$ cat src/hdl/sha_pkg.sv
// ----------------------------------------------------------------------------
// SHA-256 package
// Round constants, initial hash values, command and status types.
// ----------------------------------------------------------------------------
package sha_pkg;

   localparam int WordWidth = 32;

   typedef logic [WordWidth-1:0] word_type;

   localparam word_type PadWord = 32'h8000_0000;

   typedef struct packed {
      logic     load_word;    // write word_data into the window, bump the count
      word_type word_data;
      logic     start_block;  // copy chain into working registers, clear round
      logic     do_round;     // run one round
      logic     finish_block; // add working registers into the chain
      logic     reset_chain;  // return to the initial state
      logic     add_len;      // add len_bits to the bit length
      logic [5:0] len_bits;
   } cmd_type;

   typedef struct packed {
      logic       round_last;
      logic [3:0] words_in_block;
      logic [63:0] bit_length;
   } stat_type;

   function automatic word_type init_hash(input logic [2:0] i);
      word_type r;
      r = '0;
      case (i)
         3'd0: r = 32'h6a09e667;
         3'd1: r = 32'hbb67ae85;
         3'd2: r = 32'h3c6ef372;
         3'd3: r = 32'ha54ff53a;
         3'd4: r = 32'h510e527f;
         3'd5: r = 32'h9b05688c;
         3'd6: r = 32'h1f83d9ab;
         3'd7: r = 32'h5be0cd19;
         default: r = '0;
      endcase
      return r;
   endfunction

   localparam word_type RoundK [64] = '{
      32'h428a2f98, 32'h71374491, 32'hb5c0fbcf, 32'he9b5dba5,
      32'h3956c25b, 32'h59f111f1, 32'h923f82a4, 32'hab1c5ed5,
      32'hd807aa98, 32'h12835b01, 32'h243185be, 32'h550c7dc3,
      32'h72be5d74, 32'h80deb1fe, 32'h9bdc06a7, 32'hc19bf174,
      32'he49b69c1, 32'hefbe4786, 32'h0fc19dc6, 32'h240ca1cc,
      32'h2de92c6f, 32'h4a7484aa, 32'h5cb0a9dc, 32'h76f988da,
      32'h983e5152, 32'ha831c66d, 32'hb00327c8, 32'hbf597fc7,
      32'hc6e00bf3, 32'hd5a79147, 32'h06ca6351, 32'h14292967,
      32'h27b70a85, 32'h2e1b2138, 32'h4d2c6dfc, 32'h53380d13,
      32'h650a7354, 32'h766a0abb, 32'h81c2c92e, 32'h92722c85,
      32'ha2bfe8a1, 32'ha81a664b, 32'hc24b8b70, 32'hc76c51a3,
      32'hd192e819, 32'hd6990624, 32'hf40e3585, 32'h106aa070,
      32'h19a4c116, 32'h1e376c08, 32'h2748774c, 32'h34b0bcb5,
      32'h391c0cb3, 32'h4ed8aa4a, 32'h5b9cca4f, 32'h682e6ff3,
      32'h748f82ee, 32'h78a5636f, 32'h84c87814, 32'h8cc70208,
      32'h90befffa, 32'ha4506ceb, 32'hbef9a3f7, 32'hc67178f2
   };

   function automatic word_type rotr(input word_type x, input int n);
      return (x >> n) | (x << (WordWidth - n));
   endfunction

endpackage

$ cat src/hdl/sha256_message_hasher.sv
// ----------------------------------------------------------------------------
// SHA-256 message hasher
// Takes a message as big-endian 32-bit words and returns the eight-word digest.
// ----------------------------------------------------------------------------
// A request carries one message word; valid_bytes counts the valid bytes from
// the top and matters only with final_word set. A word that does not fill a
// block is stored and the hasher is ready again for the next request. The
// sixteenth word of a block starts a compression of one round per cycle: 64
// rounds, then the chain update in the add state. On the final word the
// controller adds the pad and length words one per cycle, running a second
// compression when the length does not fit. Eight responses follow, one per
// cycle while rsp_ready is high; a stalled receiver holds the current word and
// no request is taken until the last one goes. Reset returns the chain to the
// initial hash value and clears the length and counts.
// ----------------------------------------------------------------------------
module sha256_message_hasher
   import sha_pkg::*;
(
   input  logic        clock,
   input  logic        reset,
   input  logic        req_valid,
   output logic        req_ready,
   input  logic [31:0] req_data_word,
   input  logic [2:0]  req_valid_bytes,
   input  logic        req_final_word,
   output logic        rsp_valid,
   input  logic        rsp_ready,
   output logic [31:0] rsp_digest_word,
   output logic [2:0]  rsp_word_index,
   output logic        rsp_digest_last
);

   cmd_type    cmd;
   stat_type   stat;
   logic [2:0] rd_index;

   sha_control u_control (
      .clock, .reset, .req_valid, .req_ready, .req_data_word, .req_valid_bytes,
      .req_final_word, .rsp_valid, .rsp_ready, .rsp_word_index, .rsp_digest_last,
      .rd_index, .cmd, .stat
   );

   sha_datapath u_datapath (
      .clock, .reset, .cmd, .rd_index, .rd_word(rsp_digest_word), .stat
   );

   a_no_overlap: assert property (@(posedge clock) disable iff (reset)
      !(req_ready && rsp_valid)) else $error("request taken during digest output");

   a_last_idx: assert property (@(posedge clock) disable iff (reset)
      rsp_valid && rsp_ready && rsp_digest_last |=> !rsp_valid && req_ready)
      else $error("no return to idle after digest");

   a_rsp_hold: assert property (@(posedge clock) disable iff (reset)
      rsp_valid && !rsp_ready |=> rsp_valid && $stable(rsp_word_index))
      else $error("response dropped while stalled");

endmodule

$ cat src/hdl/sha_datapath.sv
// ----------------------------------------------------------------------------
// SHA-256 datapath
// Schedule window, round registers, chaining value and bit length counter.
// ----------------------------------------------------------------------------
module sha_datapath
   import sha_pkg::*;
(
   input  logic       clock,
   input  logic       reset,
   input  cmd_type    cmd,
   input  logic [2:0] rd_index,
   output word_type   rd_word,
   output stat_type   stat
);

   word_type   chain_ff [8];
   word_type   chain_in [8];
   word_type   vars_ff [8];
   word_type   vars_in [8];
   word_type   win_ff [16];
   logic [3:0] count_ff, count_in;
   logic [5:0] round_ff, round_in;
   logic [63:0] len_ff, len_in;

   word_type wt, w2, w15, s0, s1, t1, t2, sched;
   logic [3:0] ri;

   assign ri  = round_ff[3:0];
   assign w2  = win_ff[ri - 4'd2];
   assign w15 = win_ff[ri - 4'd15];
   assign s1  = rotr(w2, 17) ^ rotr(w2, 19) ^ (w2 >> 10);
   assign s0  = rotr(w15, 7) ^ rotr(w15, 18) ^ (w15 >> 3);
   assign sched = s1 + win_ff[ri - 4'd7] + s0 + win_ff[ri];
   assign wt  = round_ff[5:4] == 2'd0 ? win_ff[ri] : sched;
   assign t1  = vars_ff[7] + (rotr(vars_ff[4], 6) ^ rotr(vars_ff[4], 11) ^ rotr(vars_ff[4], 25))
              + ((vars_ff[4] & vars_ff[5]) ^ (~vars_ff[4] & vars_ff[6]))
              + RoundK[round_ff] + wt;
   assign t2  = (rotr(vars_ff[0], 2) ^ rotr(vars_ff[0], 13) ^ rotr(vars_ff[0], 22))
              + ((vars_ff[0] & vars_ff[1]) ^ (vars_ff[0] & vars_ff[2])
              ^ (vars_ff[1] & vars_ff[2]));

   always_comb begin
      chain_in = chain_ff;
      vars_in  = vars_ff;
      count_in = count_ff;
      round_in = round_ff;
      len_in   = len_ff;
      if (cmd.add_len) begin
         len_in = len_ff + 64'(cmd.len_bits);
      end
      if (cmd.load_word) begin
         count_in = count_ff + 4'd1;
      end
      if (cmd.start_block) begin
         vars_in  = chain_ff;
         round_in = '0;
      end
      if (cmd.do_round) begin
         vars_in[7] = vars_ff[6];
         vars_in[6] = vars_ff[5];
         vars_in[5] = vars_ff[4];
         vars_in[4] = vars_ff[3] + t1;
         vars_in[3] = vars_ff[2];
         vars_in[2] = vars_ff[1];
         vars_in[1] = vars_ff[0];
         vars_in[0] = t1 + t2;
         round_in   = round_ff + 6'd1;
      end
      if (cmd.finish_block) begin
         for (int i = 0; i < 8; i++) begin
            chain_in[i] = chain_ff[i] + vars_ff[i];
         end
      end
      if (cmd.reset_chain) begin
         for (int i = 0; i < 8; i++) begin
            chain_in[i] = init_hash(3'(i));
            vars_in[i]  = '0;
         end
         count_in = '0;
         round_in = '0;
         len_in   = '0;
      end
   end

   always_ff @(posedge clock) begin
      if (reset) begin
         for (int i = 0; i < 8; i++) begin
            chain_ff[i] <= init_hash(3'(i));
            vars_ff[i]  <= '0;
         end
         count_ff <= '0;
         round_ff <= '0;
         len_ff   <= '0;
      end else begin
         chain_ff <= chain_in;
         vars_ff  <= vars_in;
         count_ff <= count_in;
         round_ff <= round_in;
         len_ff   <= len_in;
      end
   end

   always_ff @(posedge clock) begin
      if (cmd.load_word) begin
         win_ff[count_ff] <= cmd.word_data;
      end else if (cmd.do_round && round_ff[5:4] != 2'd0) begin
         win_ff[ri] <= sched;
      end
   end

   assign rd_word = chain_ff[rd_index];
   assign stat.round_last     = round_ff == 6'd63;
   assign stat.words_in_block = count_ff;
   assign stat.bit_length     = len_ff;

endmodule

$ cat src/hdl/sha_control.sv
// ----------------------------------------------------------------------------
// SHA-256 controller
// Sequences word loads, compressions, padding and digest output.
// ----------------------------------------------------------------------------
module sha_control
   import sha_pkg::*;
(
   input  logic       clock,
   input  logic       reset,
   input  logic       req_valid,
   output logic       req_ready,
   input  word_type   req_data_word,
   input  logic [2:0] req_valid_bytes,
   input  logic       req_final_word,
   output logic       rsp_valid,
   input  logic       rsp_ready,
   output logic [2:0] rsp_word_index,
   output logic       rsp_digest_last,
   output logic [2:0] rd_index,
   output cmd_type    cmd,
   input  stat_type   stat
);

   localparam logic [2:0] StIdle  = 3'd0;
   localparam logic [2:0] StRound = 3'd1;
   localparam logic [2:0] StAdd   = 3'd2;
   localparam logic [2:0] StPad   = 3'd3;
   localparam logic [2:0] StOut   = 3'd4;

   logic [2:0] state_ff, state_in;
   logic       fin_ff, fin_in;      // padding in progress
   logic [1:0] tail_ff, tail_in;    // 0 pad word, 1 zero fill, 2 len hi, 3 len lo
   logic [2:0] idx_ff, idx_in;
   logic [2:0] nb;
   word_type   keep, padded;
   logic       accept, push;

   assign nb     = (!req_final_word || req_valid_bytes > 3'd4) ? 3'd4 : req_valid_bytes;
   assign keep   = nb == 3'd0 ? '0 : ~('1 >> {nb, 3'b000});
   assign padded = (req_data_word & keep) | (PadWord >> {nb, 3'b000});
   assign req_ready = state_ff == StIdle;
   assign accept = req_valid && req_ready;
   assign rsp_valid = state_ff == StOut;
   assign rsp_word_index  = idx_ff;
   assign rsp_digest_last = idx_ff == 3'd7;
   assign rd_index = idx_ff;

   always_comb begin
      state_in = state_ff;
      fin_in   = fin_ff;
      tail_in  = tail_ff;
      idx_in   = idx_ff;
      cmd      = '0;
      push     = 1'b0;
      case (state_ff)
         StIdle: begin
            if (accept) begin
               cmd.add_len  = 1'b1;
               cmd.len_bits = {nb, 3'b000};
               cmd.load_word = 1'b1;
               push = 1'b1;
               if (req_final_word) begin
                  fin_in = 1'b1;
                  if (nb == 3'd4) begin
                     cmd.word_data = req_data_word;
                     tail_in = 2'd0;
                  end else begin
                     cmd.word_data = padded;
                     tail_in = 2'd1;
                  end
               end else begin
                  cmd.word_data = req_data_word;
               end
            end
         end
         StPad: begin
            cmd.load_word = 1'b1;
            push = 1'b1;
            case (tail_ff)
               2'd0: begin
                  cmd.word_data = PadWord;
                  tail_in = 2'd1;
               end
               2'd1: begin
                  if (stat.words_in_block == 4'd14) begin
                     cmd.word_data = stat.bit_length[63:32];
                     tail_in = 2'd3;
                  end else begin
                     cmd.word_data = '0;
                     if (stat.words_in_block == 4'd13) tail_in = 2'd2;
                  end
               end
               2'd2: begin
                  cmd.word_data = stat.bit_length[63:32];
                  tail_in = 2'd3;
               end
               default: begin
                  cmd.word_data = stat.bit_length[31:0];
               end
            endcase
         end
         StRound: begin
            cmd.do_round = 1'b1;
            if (stat.round_last) state_in = StAdd;
         end
         StAdd: begin
            cmd.finish_block = 1'b1;
            if (!fin_ff) begin
               state_in = StIdle;
            end else if (tail_ff == 2'd3) begin
               state_in = StOut;
               idx_in   = '0;
            end else begin
               state_in = StPad;
            end
         end
         StOut: begin
            if (rsp_ready) begin
               idx_in = idx_ff + 3'd1;
               if (idx_ff == 3'd7) begin
                  cmd.reset_chain = 1'b1;
                  fin_in   = 1'b0;
                  state_in = StIdle;
               end
            end
         end
         default: state_in = StIdle;
      endcase
      if (push) begin
         if (stat.words_in_block == 4'd15) begin
            cmd.start_block = 1'b1;
            state_in = StRound;
         end else if (fin_in) begin
            state_in = StPad;
         end
      end
   end

   always_ff @(posedge clock) begin
      if (reset) begin
         state_ff <= StIdle;
         fin_ff   <= 1'b0;
         tail_ff  <= '0;
         idx_ff   <= '0;
      end else begin
         state_ff <= state_in;
         fin_ff   <= fin_in;
         tail_ff  <= tail_in;
         idx_ff   <= idx_in;
      end
   end

endmodule
$ cat config.mk
export PLATFORM = sky130hd
export DESIGN_NAME = sha256_message_hasher
export DESIGN_NICKNAME = d
export VERILOG_FILES = /design/src/hdl/sha_pkg.sv /design/src/hdl/sha256_message_hasher.sv /design/src/hdl/sha_datapath.sv /design/src/hdl/sha_control.sv
export SDC_FILE = /design/constraint.sdc
export NUM_CORES = 2
export LEC_CHECK = 0
export BUFFER_PORTS_ARGS = -buffer_cell sky130_fd_sc_hd__buf_2
export CORE_MARGIN = 2
export CORE_UTILIZATION = 30
export DETAILED_ROUTE_END_ITERATION = 8
export GPL_ROUTABILITY_DRIVEN = 0
export SLEW_MARGIN = 20
export SYNTH_ARGS = -nofsm -noshare
export SYNTH_HDL_FRONTEND = slang
export SYNTH_SLANG_ARGS = --single-unit
$ cat constraint.sdc
create_clock -name clock -period 13.5 [get_ports clock]
set_clock_uncertainty 0.1 [all_clocks]
set_input_delay 2.025 -clock clock [delete_from_list [all_inputs] [get_ports clock]]
set_output_delay 2.025 -clock clock [all_outputs]
set_load 0.01 [all_outputs]
Yosys cells after proc, flatten, opt, wreduce, memory -nomap -nowiden
Memory sizes are Yosys's and may differ from the RTL's. A register that Yosys moved wholly into a read port is not among the register bits.
Index checks and enable logic that the tools add are counted.

operators by class
  $lt $le $gt $ge = 3
  eq/ne operators = 20
  mux-type cells = 64
  bitwise logic cells = 32
  reductions and logical operators = 17
  shift operators = 2
  add/sub/neg operators = 25
  divide/modulo/power cells = 0
  $mul = 0

operators by type and width
  kind                                                                 count
  32-bit adder                                                         18
  256-bit 2-to-1 mux                                                   2
  32-bit 2-to-1 mux                                                    10
  32-bit XOR                                                           9
  32-bit bitwise AND                                                   6
  32-bit binary-select mux with 3-bit select                           1
  32-bit one-hot mux with 3 select lines                               1
  33-bit one-hot mux with 2 select lines                               1
  64-bit by 6-bit adder with 64-bit output                             1
  32-bit inverter                                                      2
  32-bit by 6-bit >> shifter with 32-bit output, first input constant  2
  3-bit 2-to-1 mux                                                     12
  33-bit 2-to-1 mux                                                    1
  10-bit by 32-bit OR with 32-bit output                               1
  13-bit by 32-bit OR with 32-bit output                               1
  14-bit by 32-bit OR with 32-bit output                               1
  15-bit by 32-bit OR with 32-bit output                               1
  19-bit by 32-bit OR with 32-bit output                               1
  21-bit by 32-bit OR with 32-bit output                               1
  25-bit by 32-bit OR with 32-bit output                               1
  26-bit by 32-bit OR with 32-bit output                               1
  30-bit by 32-bit OR with 32-bit output                               1
  32-bit OR                                                            1
  7-bit by 32-bit OR with 32-bit output                                1
  44 further kinds                                                     86

word-level totals
  bits in latches = 0
  input bits = 40
  memories = 2
  bits in registers = 595
  word-level logic and storage cells = 188
  memory bits (read-only) = 2,048
  memory bits (writable) = 512
  output and inout bits = 38

memories
  name               words  width  read ports  clocked after memory_dff  wr ports  line                text
  (no name shown)    64     32     1           0                         0         sha_datapath.sv:37  + RoundK[round_ff] + wt;
  u_datapath.win_ff  16     32     4           1                         1         sha_datapath.sv:20  word_type win_ff [16];

Depth between registers and ports, before layout
  depth after elaboration = 16
  gate-level depth with buffers = 54
  depth with buffers taken out = 50

Cells and area by module
A second synthesis with hierarchy kept.

second synthesis, totals
  cell total of the unflattened synthesis = 8,202
  area, all modules = 83,612.7 um2

modules (own cells, without submodules)
  module        times used  area an instance (um2)  sequential area each (um2)  cells each
  sha_datapath  1           82,221.4                27,186.1                    8,024
  sha_control   1           1,391.3                 180.2                       178

Worst setup path before layout
OpenSTA, ideal clock, no wires.

  path kind = reg2reg
  from = register u_datapath.round_ff[2]
  to = register u_datapath.vars_ff[255] in the netlist's numbering
  arrival = 12.445 ns
  period minus slack after synthesis = 12.681 ns
  library setup time = 0.136 ns
  slack = 0.819 ns
  required time = 13.264 ns
  cell stages (with the launch flop) = 50
  buffers on the path = 7
  cell sequence = dfxtp_1 > clkbuf_1 > clkinv_1 > clkbuf_1 > ha_1 > buf_4 > buf_8 > clkbuf_1 > clkbuf_1 > buf_1 > mux4_2 > inv_1 > fa_1 > fa_1 > inv_1 > fa_1 > a21oi_1 > nor2_1 > [14 not listed] > o41ai_1 > nor2_1 > o21ai_0 > nand2b_1 > a21o_1 > a21oi_1 > xnor2_1 > fa_1 > ha_1 > o21ai_0 > a21oi_1 > a211o_1 > a31oi_1 > o21ai_1 > a211oi_1 > nor3_1 > a2111oi_1 > o31ai_1

between the ends
  cells in the longest elaborated chain, start to end = 12
  elaborated cells on any way between the ends = 24
  those cells by class = add/sub: 9; mux: 4; bitwise: 9; memory: 2

ends and longest elaborated chain
  element                                                                                                  line                text
  from (decl)                                                                                              sha_datapath.sv:22  logic [5:0] round_ff, round_in;
  from (signal assigned)                                                                                   sha_datapath.sv:98  round_ff <= round_in;
  4-bit by 2-bit subtractor with 4-bit output                                                              sha_datapath.sv:29  assign w2 = win_ff[ri - 4'd2];
  memory read 16 x 32 bit                                                                                  -
  15-bit by 32-bit OR with 32-bit output / 13-bit by 32-bit OR with 32-bit output (equally long branches)  sha_pkg.sv:67       return (x >> n) | (x << (WordWidth - n));
  32-bit XOR                                                                                               sha_datapath.sv:31  assign s1 = rotr(w2, 17) ^ rotr(w2, 19) ^ (w2 >> 10);
  32-bit by 22-bit XOR with 32-bit output                                                                  sha_datapath.sv:31
  32-bit adder (3 in a row)                                                                                sha_datapath.sv:33  assign sched = s1 + win_ff[ri - 4'd7] + s0 + win_ff[ri];
  32-bit 2-to-1 mux                                                                                        sha_datapath.sv:34  assign wt = round_ff[5:4] == 2'd0 ? win_ff[ri] : sched;
  32-bit adder (*)                                                                                         sha_datapath.sv:37
  32-bit adder (*)                                                                                         sha_datapath.sv:66  vars_in[0] = t1 + t2;
  256-bit 2-to-1 mux (*)                                                                                   sha_datapath.sv:58  if (cmd.do_round) begin
  to (signal assigned)                                                                                     sha_datapath.sv:96  vars_ff <= vars_in;
  to (decl)                                                                                                sha_datapath.sv:18  word_type vars_ff [8];

Every way passes the cells marked *; elsewhere a longest branch is shown, timed or not. The select of a mux whose other input is x is not followed.
A chain may end at the register's enable or synchronous reset.

Worst setup path after layout
  from = register u_datapath.round_ff[0]
  to = register u_datapath.vars_ff[255] in the netlist's numbering

Same word-level chain as after synthesis.

==> impl_summary.md <==
Status
The run finished, with violations left. The checks that failed: DRC.

Floorplan
The standard-cell row count is ~190. Once the floorplan was initialized, standard cells occupied 30.1% of the core. The area of the core region is 270000 um2.

The die covers around 270000 um2. The I/O pin count is 78. The die width is about 520 um. From bottom edge to top edge, the die measures 524 um.

Yosys
During synthesis, Yosys emitted a total of 0 warnings. The async set or reset register ratio after synthesis is 0%. The post-synthesis xor/xnor area fraction is roughly 6.6%. A synthesized cell averages a little over 10 um2. The gate count after technology mapping is 8027.

After synthesis, the largest family of logic cells by area is multiplexers. The multiplexer area fraction after synthesis is approximately 17%. The synthesized netlist devotes a little under an eighth of its cell area to adder and majority cells. The synthesized netlist devotes 15.0% of its cell area to compound gates. The share of synthesized cell area in and, or, nand and nor gates is 11.7%. Sequential elements use about a third of the synthesized area. The most used flip-flop cell after synthesis is sky130_fd_sc_hd__dfxtp_1. The mapped cell area is 81200 um2. When the netlist entered floorplanning its net count stood at 8672. The synthesized flop and latch total is around 1100. The number of enable flip-flop cells after synthesis is 512.

The count of distinct cell types in the synthesized netlist is 90.

Setup path
For this design, the slowest cell found on the critical path is sky130_fd_sc_hd__mux4_2. At the worst endpoint, the required time is 14.05 ns. The type of element capturing the critical path is a flip-flop.

The worst reg-to-reg path cell count is between 40 and 50. The dominant cell type by count on the critical path is sky130_fd_sc_hd__fa_1. Along the worst path, the maximum fanout reaches 42. The worst setup path is launched from a flip-flop. The category of the most critical setup path is reg -> reg. The highest cell delay on the worst timing path is about 0.56 ns. The critical path arrival is 13.55 ns.

Timing
The count of endpoints failing hold in the final timing report was 0. The tightest hold path in the finished design has a slack of 0.392 ns. The final number of max-transition violations is 0. The achievable frequency is roughly 77 MHz. The post-route clock period utilization is between 90% and 100%. The total of endpoints with negative setup slack in the final report is 0. In this run the tightest slew margin relative to its limit is ~7.1%. The routed design could run at a clock period as short as around 13 ns. For the pin with the worst max-slew slack, the measured transition is around 1.4 ns.

Min path
The path class of the tightest hold or removal check is reg -> reg. The number of instances on the worst hold path is 2.

Global route
The global-route wire length before repair is about 420000 um. Entering global routing, the biggest net connects 188 pins. The initial antenna violation count is 12. The total global routing track utilization is 20.0%.

The number of global-route vias before repair is approximately 64000. Global routing finished with a remaining overflow of 0.

CTS
The clock passes through at most 3 buffers. The clock latency at the later pin of the worst-skew pair is 0.80 ns. Hold repair after CTS inserted 0 buffers.

TritonCTS built the clock tree. The clock tree root buffer cell is sky130_fd_sc_hd__clkbuf_16. The total number of clock tree sinks is about 1100. Clock-pin slew was measured on the worst setup and hold paths at 0.06 ns.

The CTS buffer count is 115. The clock tree synthesis step divided the H-tree into 3 levels.

Power and ir drop
For this design the static power due to leakage is 33.4 nW. The power density relative to cell area is 250 nW/um2. Across the VDD grid, the largest voltage drop is 0.312 mV.

Placement
Detailed placement finished with a half-perimeter wire length of 202000 um. The port buffer count is 77.

Finish
The net total in the final layout is 8510. The core utilization of the finished layout is 33.3%. The layout has 26900 filler cells. In the final layout, the share of cells above drive strength 1 is 14.1%. Compared with the post-synthesis result, the final layout area differs by 10.6%.

Route
The DRC violation count after routing is 12. The detailed router finished its first iteration with 8460 violations. The detailed-routing iteration count for the pre-antenna-repair pass is 9. Detailed routing inserted a total of 67400 vias. Summed over all layers, the routed wires come to around 280000 um. In the final routed layout, each cell accounts on average for 24.6 um. The detail route stage leaves a number of antenna-violating nets equal to 0. Using the TritonRoute via totals, the vias-per-cell ratio works out to 5.84.

Flow run
The total of max-cap violations is 0.
[cell families (layout without fill, tap and decap cells)]
group           Yosys count  after routing
buf+inv                 920            861
xor+xnor                605            605
flops                  1108           1108
other cells               0              5
fa+ha+maj               624            624
compound gates         1852           1852
mux                     691            691
simple gates           2227           2227
[routing by layer]
| metal | routed length [um] | share of wire [%] | up-vias | global-route usage, % |
|---|---|---|---|---|
| met5 | 9 | 0.0032 | - | 0 |
| met3 | 28900 | 10 | 760 | 4.41 |
| met1 | 112000 | 39 | 33400 | 26.2 |
| li1 | - | - | 29400 | - |
| met2 | 126000 | 44 | 3927 | 30.8 |
| met4 | 17500 | 6.2 | 2 | 10.5 |
[cell usage in the layout, fill, tap and decap left out, types with 120 or more instances in the layout]
cell type,instances
sky130_fd_sc_hd__nand2_1,1088
sky130_fd_sc_hd__nor2_1,587
sky130_fd_sc_hd__dfxtp_1,583
sky130_fd_sc_hd__mux4_2,571
sky130_fd_sc_hd__edfxtp_1,512
sky130_fd_sc_hd__a21oi_1,510
sky130_fd_sc_hd__ha_1,405
sky130_fd_sc_hd__inv_1,389
sky130_fd_sc_hd__xnor2_1,345
sky130_fd_sc_hd__o21ai_0,334
sky130_fd_sc_hd__xor2_1,256
sky130_fd_sc_hd__a311oi_1,246
sky130_fd_sc_hd__fa_1,196
sky130_fd_sc_hd__a21o_1,187
sky130_fd_sc_hd__buf_4,147
sky130_fd_sc_hd__nand3_1,123
sky130_fd_sc_hd__clkbuf_16,120
[report_power, final]
part           total, W  switching [W]  internal (W)
registers       0.00408       0.000352       0.00373
clock network   0.00344        0.00149       0.00194
logic            0.0150        0.00901       0.00596
total            0.0225         0.0109        0.0116
[cell usage after synthesis, types with 256 or more instances]
library cell / instances / area share, %
sky130_fd_sc_hd__xor2_1: 256 / 2.8
sky130_fd_sc_hd__nand2_1: 1089 / 5.0
sky130_fd_sc_hd__mux4_2: 571 / 16
sky130_fd_sc_hd__o21ai_0: 338 / 2.1
sky130_fd_sc_hd__a21oi_1: 511 / 3.1
sky130_fd_sc_hd__nor2_1: 607 / 2.8
sky130_fd_sc_hd__ha_1: 409 / 6.3
sky130_fd_sc_hd__xnor2_1: 346 / 3.7
sky130_fd_sc_hd__dfxtp_1: 596 / 15
sky130_fd_sc_hd__clkbuf_1: 424 / 2.0
sky130_fd_sc_hd__edfxtp_1: 512 / 19
sky130_fd_sc_hd__inv_1: 389 / 1.8
[sequential cells by signal, summed over array words and instances, names as in the netlist, 3 cells and up, named ones only]
register and flops:
u_datapath.win_ff 512, u_datapath.chain_ff 256, u_datapath.round_ff 6, u_control.rd_index 3, u_datapath.len_ff 61, u_datapath.vars_ff 256
u_control.state_ff 3, u_datapath.count_ff 4
[stage by stage]
step            TNS, ns  instance area, um2  std cells  setup slack, ns  power, W
2_1_floorplan         0               81200       8027            0.819    0.0149
3_3_place_gp          0               85600      11300            0.340    0.0183
3_5_place_dp          0               85600      11300            0.207    0.0186
4_1_cts               0               89600      11500            0.122    0.0221
5_1_grt        -0.00612               89900      11500         -0.00612    0.0241
6_report              0               89900      11500            0.495    0.0225
[layout make-up]
cell class / count / area [um2] / area share [%]
Sequential cell: 1108 / 27300 / 30.4
Tap cell: 3570 / 4470 / 4.97
Inverter: 394 / 1480 / 1.65
Antenna cell: 5 / 12.5 / 0.0139
Timing Repair Buffer: 247 / 1890 / 2.11
Clock buffer: 157 / 3250 / 3.62
Clock inverter: 63 / 741 / 0.824
Multi-Input combinational cell: 5999 / 50700 / 56.4
[worst paths after layout]
check / end / slack, ns / start
worst max-delay path: u_datapath.vars_ff[255] / 0.49 / u_datapath.round_ff[0]
worst min-delay path: u_datapath.chain_ff[76] / 0.39 / u_datapath.chain_ff[76]
worst max register to register: u_datapath.vars_ff[255] / 0.49 / u_datapath.round_ff[0]
worst min register to register: u_datapath.chain_ff[76] / 0.39 / u_datapath.chain_ff[76]
[worst max-delay path: cells and delay by family (launching register included)]
family                     cells  cell delay (ns)
AOI/OAI and AO/OA             18             4.10
xor gates and xnor gates       2             0.49
adders and majority gates     10             4.17
buffers and inverters          7             1.15
DFF                            1             0.49
muxes                          1             0.56
and+or+nand+nor                9             1.73
[what timing repair did]
action                                  CTS  global route
gates resized for setup                   0            16
buffers inserted                          0            11
endpoints found under the setup margin    0             3
No activity file was read; power rests on OpenSTA's default activity.
